$ cat src/design/srlp_pkg.sv
`timescale 1ns / 1ps
// ----------------------------------------------------------------------------
// srlp_pkg: shared definitions for the suffix rule line parser
// Character codes, line kind and error codes, field widths and the record
// that holds the per-line parse state.
// ----------------------------------------------------------------------------
package srlp_pkg;

    // Field widths
    localparam int BYTE_W  = 8;
    localparam int KIND_W  = 2;
    localparam int ERR_W   = 3;
    localparam int LBL_W   = 6;
    localparam int COL_W   = 2;
    localparam int CNT_W   = 32;
    localparam int OUT_CNT_W = 32;
    localparam int NUM_KINDS = 4;

    // Label count saturates here
    localparam logic [LBL_W-1:0] MAX_LABELS = LBL_W'(63);

    // Column saturates at two: only the first two bytes matter
    localparam logic [COL_W-1:0] COL_FIRST  = COL_W'(0);
    localparam logic [COL_W-1:0] COL_SECOND = COL_W'(1);
    localparam logic [COL_W-1:0] COL_LATER  = COL_W'(2);

    // Characters that steer the parse
    localparam logic [BYTE_W-1:0] CH_NL    = 8'd10;
    localparam logic [BYTE_W-1:0] CH_SPACE = 8'd32;
    localparam logic [BYTE_W-1:0] CH_BANG  = 8'd33;
    localparam logic [BYTE_W-1:0] CH_STAR  = 8'd42;
    localparam logic [BYTE_W-1:0] CH_DOT   = 8'd46;
    localparam logic [BYTE_W-1:0] CH_SLASH = 8'd47;

    // Line kinds
    localparam logic [KIND_W-1:0] KIND_RULE    = 2'd0;
    localparam logic [KIND_W-1:0] KIND_SPACE   = 2'd1;
    localparam logic [KIND_W-1:0] KIND_COMMENT = 2'd2;
    localparam logic [KIND_W-1:0] KIND_INVALID = 2'd3;

    // Error codes
    localparam logic [ERR_W-1:0] ERR_NONE     = 3'd0;
    localparam logic [ERR_W-1:0] ERR_EMPTY    = 3'd1;
    localparam logic [ERR_W-1:0] ERR_SLASH    = 3'd2;
    localparam logic [ERR_W-1:0] ERR_ADJACENT = 3'd3;
    localparam logic [ERR_W-1:0] ERR_TRAILING = 3'd4;

    // Output word layout: tdata bits used and padded width
    localparam int OUT_USED_W = ERR_W + 2 + LBL_W + NUM_KINDS * OUT_CNT_W;
    localparam int OUT_DATA_W = ((OUT_USED_W + 7) / 8) * 8;

    // Per-line parse state
    typedef struct packed {
        logic [COL_W-1:0]  column;
        logic [BYTE_W-1:0] first_byte;
        logic              is_comment;
        logic              seen_non_space;
        logic              before_first_space;
        logic              exception_flag;
        logic              wildcard_flag;
        logic              label_open;
        logic [LBL_W-1:0]  labels_seen;
        logic [ERR_W-1:0]  first_error;
    } t_line;

    localparam t_line LINE_CLEAR = '{
        column:             COL_FIRST,
        first_byte:         '0,
        is_comment:         1'b0,
        seen_non_space:     1'b0,
        before_first_space: 1'b1,
        exception_flag:     1'b0,
        wildcard_flag:      1'b0,
        label_open:         1'b0,
        labels_seen:        '0,
        first_error:        ERR_NONE
    };

endpackage

$ cat src/design/suffix_rule_line_parser.sv
`timescale 1ns / 1ps
// ----------------------------------------------------------------------------
// suffix_rule_line_parser: streaming classifier for suffix rule-list text
// Takes one text byte per word and reports one result word per finished line.
// ----------------------------------------------------------------------------
// Each input word carries one byte of text; a newline byte or tlast finishes
// the line. The block accepts one byte every clock cycle whenever its output
// register is empty or being emptied, so the rate is one byte per cycle; the
// result is registered and appears in the cycle after the byte that finishes
// its line. The per-line flags and the four kind counters update through short
// combinational logic from the line registers to the result register; the only
// stall comes from the downstream side holding tready low while a result waits.
module suffix_rule_line_parser (
    input  logic                             i_clk,
    input  logic                             i_rst_n,
    // Input stream
    input  logic                             i_s_tvalid,
    output logic                             o_s_tready,
    input  logic [srlp_pkg::BYTE_W-1:0]      i_s_tdata,   // [7:0] text_byte
    input  logic                             i_s_tlast,   // end_of_text
    // Result stream
    output logic                             o_m_tvalid,
    input  logic                             i_m_tready,
    // [2:0] error_code, [3] exception_rule, [4] wildcard_rule, [10:5] label_count,
    // [42:11] rule_lines, [74:43] whitespace_lines, [106:75] comment_lines,
    // [138:107] invalid_lines, [143:139] zero
    output logic [srlp_pkg::OUT_DATA_W-1:0]  o_m_tdata,
    output logic [srlp_pkg::KIND_W-1:0]      o_m_tuser    // [1:0] line_kind
);
    import srlp_pkg::*;

    t_line                r_line, n_line;
    t_line                taken, view;
    logic [CNT_W-1:0]     r_cnt [NUM_KINDS];
    logic [CNT_W-1:0]     n_cnt [NUM_KINDS];
    logic                 r_valid;
    logic [KIND_W-1:0]    r_kind;
    logic [ERR_W-1:0]     r_err;
    logic                 r_exc, r_wild;
    logic [LBL_W-1:0]     r_labels;
    logic [OUT_CNT_W-1:0] r_out_cnt [NUM_KINDS];

    logic                 in_acc, is_nl, fin, feed;
    logic [BYTE_W-1:0]    c;
    logic [KIND_W-1:0]    n_kind;
    logic [ERR_W-1:0]     n_err;
    logic                 n_exc, n_wild;
    logic [LBL_W-1:0]     n_labels;
    logic [LBL_W:0]       lbl_sum;

    // Handshake: the output register parts the two sides
    assign o_s_tready = !r_valid || i_m_tready;
    assign in_acc     = i_s_tvalid && o_s_tready;
    assign c          = i_s_tdata;
    assign is_nl      = (c == CH_NL);
    assign fin        = is_nl || i_s_tlast;

    // Line state after taking one ordinary byte
    always_comb begin
        taken = r_line;
        feed  = 1'b1;
        if (r_line.column == COL_FIRST) begin
            taken.first_byte = c;
        end
        if (r_line.column == COL_SECOND && r_line.first_byte == CH_SLASH
                && c == CH_SLASH) begin
            taken.is_comment = 1'b1;
        end
        if (c != CH_SPACE) begin
            taken.seen_non_space = 1'b1;
        end
        if (r_line.before_first_space) begin
            if (c == CH_SPACE) begin
                taken.before_first_space = 1'b0;
            end else begin
                if (r_line.column == COL_FIRST) begin
                    if (c == CH_STAR) begin
                        taken.wildcard_flag = 1'b1;
                    end else if (c == CH_BANG) begin
                        taken.exception_flag = 1'b1;
                        feed = 1'b0;
                    end else if (c == CH_SLASH) begin
                        if (r_line.first_error == ERR_NONE) begin
                            taken.first_error = ERR_SLASH;
                        end
                        feed = 1'b0;
                    end
                end
                if (feed) begin
                    if (c == CH_DOT) begin
                        if (!r_line.label_open) begin
                            if (r_line.first_error == ERR_NONE) begin
                                taken.first_error = ERR_ADJACENT;
                            end
                        end else if (r_line.labels_seen < MAX_LABELS) begin
                            taken.labels_seen = r_line.labels_seen + LBL_W'(1);
                        end
                        taken.label_open = 1'b0;
                    end else begin
                        taken.label_open = 1'b1;
                    end
                end
            end
        end
        if (r_line.column != COL_LATER) begin
            taken.column = r_line.column + COL_W'(1);
        end
    end

    // A newline finishes the line as it stands; any other byte is taken first
    assign view = is_nl ? r_line : taken;

    // Classify the finished line
    always_comb begin
        n_err    = ERR_NONE;
        n_exc    = 1'b0;
        n_wild   = 1'b0;
        n_labels = '0;
        lbl_sum  = {1'b0, view.labels_seen} + (LBL_W+1)'(1);
        if (view.is_comment) begin
            n_kind = KIND_COMMENT;
        end else if (!view.seen_non_space) begin
            n_kind = KIND_SPACE;
        end else if (view.first_byte == CH_SPACE) begin
            n_kind = KIND_INVALID;
            n_err  = ERR_EMPTY;
        end else if (view.first_error != ERR_NONE) begin
            n_kind = KIND_INVALID;
            n_err  = view.first_error;
        end else if (!view.label_open) begin
            n_kind = KIND_INVALID;
            n_err  = ERR_TRAILING;
        end else begin
            n_kind   = KIND_RULE;
            n_exc    = view.exception_flag;
            n_wild   = view.wildcard_flag;
            n_labels = (lbl_sum > {1'b0, MAX_LABELS}) ? MAX_LABELS : lbl_sum[LBL_W-1:0];
        end
    end

    // Kind counters: the reported kind advances by one, wrapping
    always_comb begin
        for (int k = 0; k < NUM_KINDS; k++) begin
            n_cnt[k] = r_cnt[k];
            if (n_kind == KIND_W'(k)) begin
                n_cnt[k] = r_cnt[k] + CNT_W'(1);
            end
        end
    end

    // Next line state
    assign n_line = fin ? LINE_CLEAR : taken;

    // Line state and counters
    always_ff @(posedge i_clk) begin
        if (!i_rst_n) begin
            r_line <= LINE_CLEAR;
            for (int k = 0; k < NUM_KINDS; k++) begin
                r_cnt[k] <= '0;
            end
        end else if (in_acc) begin
            r_line <= n_line;
            if (fin) begin
                for (int k = 0; k < NUM_KINDS; k++) begin
                    r_cnt[k] <= n_cnt[k];
                end
            end
        end
    end

    // Output valid flag
    always_ff @(posedge i_clk) begin
        if (!i_rst_n) begin
            r_valid <= 1'b0;
        end else if (in_acc && fin) begin
            r_valid <= 1'b1;
        end else if (i_m_tready) begin
            r_valid <= 1'b0;
        end
    end

    // Output payload register
    always_ff @(posedge i_clk) begin
        if (in_acc && fin) begin
            r_kind   <= n_kind;
            r_err    <= n_err;
            r_exc    <= n_exc;
            r_wild   <= n_wild;
            r_labels <= n_labels;
            for (int k = 0; k < NUM_KINDS; k++) begin
                r_out_cnt[k] <= OUT_CNT_W'(n_cnt[k]);
            end
        end
    end

    assign o_m_tvalid = r_valid;
    assign o_m_tuser  = r_kind;
    assign o_m_tdata  = OUT_DATA_W'({r_out_cnt[3], r_out_cnt[2], r_out_cnt[1],
                                     r_out_cnt[0], r_labels, r_wild, r_exc, r_err});

`ifndef ASSERT_OFF
    // A finishing byte always leaves a result in the output register.
    a_fin_gives_result: assert property (@(posedge i_clk) disable iff (!i_rst_n)
        (in_acc && fin) |=> o_m_tvalid)
        else $error("finished line produced no result");

    // After a finished line the parse state starts over.
    a_line_cleared: assert property (@(posedge i_clk) disable iff (!i_rst_n)
        (in_acc && fin) |=> (r_line.column == COL_FIRST && r_line.before_first_space
                             && !r_line.label_open && r_line.first_error == ERR_NONE))
        else $error("line state not cleared after finish");

    // An error code is reported exactly for invalid lines.
    a_err_kind: assert property (@(posedge i_clk) disable iff (!i_rst_n)
        o_m_tvalid |-> ((o_m_tuser == KIND_INVALID) == (o_m_tdata[ERR_W-1:0] != ERR_NONE)))
        else $error("error code does not match line kind");

    // With the output register empty the input side is never held off.
    a_empty_ready: assert property (@(posedge i_clk) disable iff (!i_rst_n)
        !o_m_tvalid |-> o_s_tready)
        else $error("input stalled with empty output register");
`endif

endmodule

$ cat config.mk
export PLATFORM = sky130hd
export DESIGN_NAME = suffix_rule_line_parser
export DESIGN_NICKNAME = d
export VERILOG_FILES = /design/src/design/srlp_pkg.sv /design/src/design/suffix_rule_line_parser.sv
export SDC_FILE = /design/constraint.sdc
export NUM_CORES = 1
export LEC_CHECK = 0
export ABC_AREA = 1
export BUFFER_PORTS_ARGS = -buffer_cell sky130_fd_sc_hd__buf_2
export CELL_PAD_IN_SITES_DETAIL_PLACEMENT = 0
export CELL_PAD_IN_SITES_GLOBAL_PLACEMENT = 1
export CORE_AREA = 2 2 198 200
export DETAILED_ROUTE_END_ITERATION = 16
export DIE_AREA = 0 0 200 202
export PLACE_DENSITY = 0.84
export SLEW_MARGIN = 15
export SYNTH_ARGS = -nofsm -noshare
export SYNTH_HDL_FRONTEND = slang
export SYNTH_SLANG_ARGS = --single-unit
$ cat constraint.sdc
create_clock -name i_clk -period 9.95 [get_ports i_clk]
set_input_delay 1.4925 -clock i_clk [delete_from_list [all_inputs] [get_ports i_clk]]
set_output_delay 1.4925 -clock i_clk [all_outputs]
set_load 0.005 [all_outputs]
# == After elaboration in Yosys (flattened, before gate mapping) ==
# Memory sizes are Yosys's and may differ from the RTL's.
# Cells that the tools add are included.
# Widths: inputs -> output; s select.
# op_classes
add_sub_neg,7
n_lt_le_gt_ge,2
n_eq_ne,14
n_mux,57
n_bitwise,6
n_reduce_logical,15
# ops
cell,n
$mux 32,8
$add 32x1->32 const B,4
$eq 8x6->1 const B,7
$mux 3,9
$mux 25,1
$mux 1,23
$mux 23,1
$mux 6,3
$mux 2,7
$mux 13,1
$mux 12,1
$mux 10,1
$mux 9,1
$eq 8x4->1 const B,1
$mux 8,1
$ne 8x6->1 const B,1
$add 6x1->7 const B,1
$gt 7x6->1 const B,1
$add 6x1->6 const B,1
$lt 6x6->1 const B,1
$reduce_or 5->1,1
$eq 2x1->1 const B,2
$eq 2x2->1 const B,2
$logic_and 1x1->1,4
other kinds (12),18
# word_totals
ff_bits,39
ram_bits,256
in_bits,13
out_inout_bits,148
elab_cells,120
memories,2
# mem_list
memory,depth,word_bits,read_ports,rd_clocked_by_memory_dff,wr,line,text
r_cnt,4,32,4,0,4,suffix_rule_line_parser.sv:34,logic [CNT_W-1:0] r_cnt [NUM_KINDS];
r_out_cnt,4,32,4,0,4,suffix_rule_line_parser.sv:41,logic [OUT_CNT_W-1:0] r_out_cnt [NUM_KINDS];

# == Depth between registers and ports, before layout ==
# depth
depth_word,21
mapped_depth,19
depth_no_buf,18

# == Worst setup path before layout ==
# OpenSTA, ideal clock, no wires.
# synth_path
kind,in2reg
start,input port i_s_tdata[0] in the netlist's numbering
end,"memory r_cnt[0][0], enable pin"
setup_ns,0.427
arrival_time_ns,10.254
required_ns,9.523
path_slack_ns,-0.731
cell_stages,9
path_buffers,0
cell_sequence,inv_1 nand2_1 nor3_4 nand3_2 inv_1 nor2_1 nor2_1 nor2_1 inv_2
# synth_rtl
item,line,text
start: declaration,suffix_rule_line_parser.sv:19,"input logic [srlp_pkg::BYTE_W-1:0] i_s_tdata,"
end: declaration,suffix_rule_line_parser.sv:34,

==> impl_metrics.py <==
metrics = {
    "status": {
        "status": "complete, no violations",
    },
    "setup_path": {
        "cp_slowest_cell": "buf_4",
        "startpoint_type": "input port",
        "crit_fanout": 76,
        "slowest_delay_ns": 0.77,
        "crit_buf_inv": 5,
        "arrival_ns": 4.79,
        "r2r_start": "r_line[23]$_SDFFE_PN0P_",
        "crit_path_cell_trace": "buf_2, inv_1, nand2_1, nor3_4, nand3_2, inv_1, nor2_1, nor2_4, buf_4, nand2_4, buf_4, nor3_1",
        "cp.required_ns": 10.34,
        "crit_type": "input port to flip-flop",
        "worstSetupEndpointType": "flip-flop",
        "startpoint": "i_s_tdata[0]",
        "crit_family": "buffers and inverters",
    },
    "cells_and_area": {
        "fillCellCount": 3686,
        "final_common_cell": "nand2_1",
        "drive_gt1_share_pct": 12.59,
        "antenna_cells": 0,
        "utilization_pct": 46.16,
        "fin_cells": 2432,
        "final_cell_mix": "nand2_1 (484), edfxtp_1 (269), inv_1 (200)",
        "nets": 1914,
        "area_growth_pct": 13.90,
    },
    "sta": {
        "setup_viol": 0,
        "layout_min_cycle_time_ns": 4.401,
        "tightest_slew_ns": 1.041,
        "hold_viol_final": 0,
        "max_slew_margin_pct": 30.55,
        "fin_crit_sh_pct": 44.24,
        "fin_skew_ns": 0.01458,
        "holdWs_ns": 0.4592,
        "fmax_mhz": 227.2,
        "rsz0062_at_grt": "no",
        "drv_slew": 0,
        "setup_tns_ns": 0,
    },
    "place": {
        "place.gp.congestion": 0.9104,
        "dp.cells": 2377,
        "portBuffers": 155,
        "dp_hpwl_um": 26950,
    },
    "route": {
        "avgRoutedWirePerCell_um": 15.45,
        "first_pass_iters": 5,
        "drcViolationCount": 0,
        "via_count": 11960,
        "viasPerCell": 4.917,
        "drt_wl_total_um": 37570,
        "postRouteAntennaNets": 0,
        "drt-initial-drc-count": 904,
    },
    "yosys": {
        "ys_ff_latch": 295,
        "async_flop_share_pct": 0,
        "synth_edf_count": 269,
        "synth-main-ff-cell": "edfxtp_1",
        "synth_cells": 1746,
        "synth.distinct_cells": 39,
        "synthesis.area_um2": 15520,
        "yosys_warnings": 0,
        "yosysSeqAreaShare_pct": 55.41,
        "postSynthAreaPerCell_um2": 8.887,
    },
    "pwr": {
        "comb_power_share_pct": 7.7,
        "swShare_pct": 24.21,
        "intPower_mw": 2.097,
        "p_leak_nw": 6.996,
        "total_power_mw": 2.767,
        "peakVddDrop_uv": 111.5,
        "switchingPower_uw": 670.0,
        "power_density_nw_per_um2": 156.5,
        "p_seq_share_pct": 53.7,
        "clockPowerShare_pct": 38.6,
    },
    "global_route": {
        "antenna_found_initial": 0,
        "grt_pass1_wl_um": 60520,
        "track_usage_pct": 18.85,
        "grt_start_max_net_pins": 77,
        "grt_pass1_vias": 11580,
        "overflow": 0,
    },
    "clocking": {
        "cts_inserted_buffers": 30,
        "cts_tree": "built",
        "clockRootBuffer": "clkbuf_16",
        "postCtsHoldBufs": 0,
        "clk_latency_ns": 0.57,
        "cts.sinks": 295,
        "post-cts-setup-buffer-count": 0,
        "cts_max_level": 1,
        "ctsResizeCount": 0,
        "clk_pin_slew_ns": 0.06,
        "cts.path.max_buffers": 3,
    },
    "floorplanning": {
        "dieArea_um2": 40400,
        "top_level_ports": 161,
        "die_x_um": 200,
        "core_um2": 38290,
        "rows": 72,
        "die_h_um": 202,
        "start_util_pct": 40.53,
    },
    "min_path": {
        "min_from": "r_line[11]$_SDFFE_PN0P_",
        "min_path_type": "flip-flop to flip-flop",
    },
    "flow_run": {
        "cap_violations": 0,
    },
}
-- power groups by stage --
stage          logic, mW  registers (mW)  clock network (mW)
5_1_grt            0.244            1.49                1.15
3_3_place_gp       0.212            1.51                   0
3_5_place_dp       0.216            1.51                   0
2_1_floorplan      0.140            1.50                   0
4_1_cts            0.217            1.49                1.10
6_report           0.213            1.49                1.07
-- final timing paths --
path | endpoint | slack, ns | depth (start not counted)
max | r_cnt[1][5]$_SDFFCE_PN0P_ | 5.55 | 12
min | r_line[11]$_SDFFE_PN0P_ | 0.46 | 2
max reg2reg | r_cnt[0][31]$_SDFFCE_PN0P_ | 6.31 | 13
min reg2reg | r_line[11]$_SDFFE_PN0P_ | 0.46 | 2
-- final cells by class --
class	count	area (µm²)	area share, %
Timing Repair Buffer	163	835.8	4.729
Inverter	208	783.3	4.432
Clock buffer	40	809.5	4.580
Sequential cell	295	8598	48.65
Clock inverter	15	100.1	0.5663
Multi-Input combinational cell	1193	5899	33.38
Tap cell	518	648.1	3.667
-- registers in the layout (all words and copies together) (netlist names) --
name,flops
r_cnt,128
r_out_cnt,128
r_line,25
r_labels,6
r_err,3
o_m_tuser,2
o_m_tvalid,1
r_exc,1
r_wild,1
-- layer usage --
metal	vias to the layer above	routed length [µm]	GRT usage, %	share of wire [%]
li1	6073	-	-	-
met1	5533	17380	26.48	46
met2	279	17400	30.31	46
met3	72	1706	2.419	4.5
met4	0	1088	5.952	2.9
met5	-	0	0	0
-- through the flow --
stage          setup slack (ns)  cell area [µm²]
6_report                  5.549            17670
5_1_grt                   5.182            17670
4_1_cts                   5.454            17670
3_5_place_dp              4.874            16760
3_3_place_gp              4.984            16760
2_1_floorplan             1.858            15530
-- cell usage after synthesis (26+ instances only) --
master,instances,area (µm²)
nor2_1,176,660.6
clkbuf_1,28,105.1
nand2_1,485,1821
xor2_1,96,840.8
edfxtp_1,269,8078
a21oi_1,110,550.5
dfxtp_1,26,520.5
nor4_1,39,244.0
nor3_1,67,335.3
inv_1,200,750.7
nand3_1,68,340.3
nand4_1,41,256.5
-- tightest hold or removal path, stage by stage, from the launching register on --
cell	delay (ns)
dfxtp_1	0.31
inv_1	0.05
a21oi_1	0.05
-- logic make-up after synthesis --
kind of cell / after synthesis / synth area share, %
buffers and inverters: 262 / 6.821
XOR/XNOR: 116 / 6.547
AND/OR/NAND/NOR: 904 / 25.20
adder cells (fa/ha/maj): 10 / 0.8063
AO/OA/AOI/OAI: 158 / 5.193
flip-flops: 295 / 55.41
other: 1 / 0.02417
Note: power is estimated with default switching activity, not from simulation.
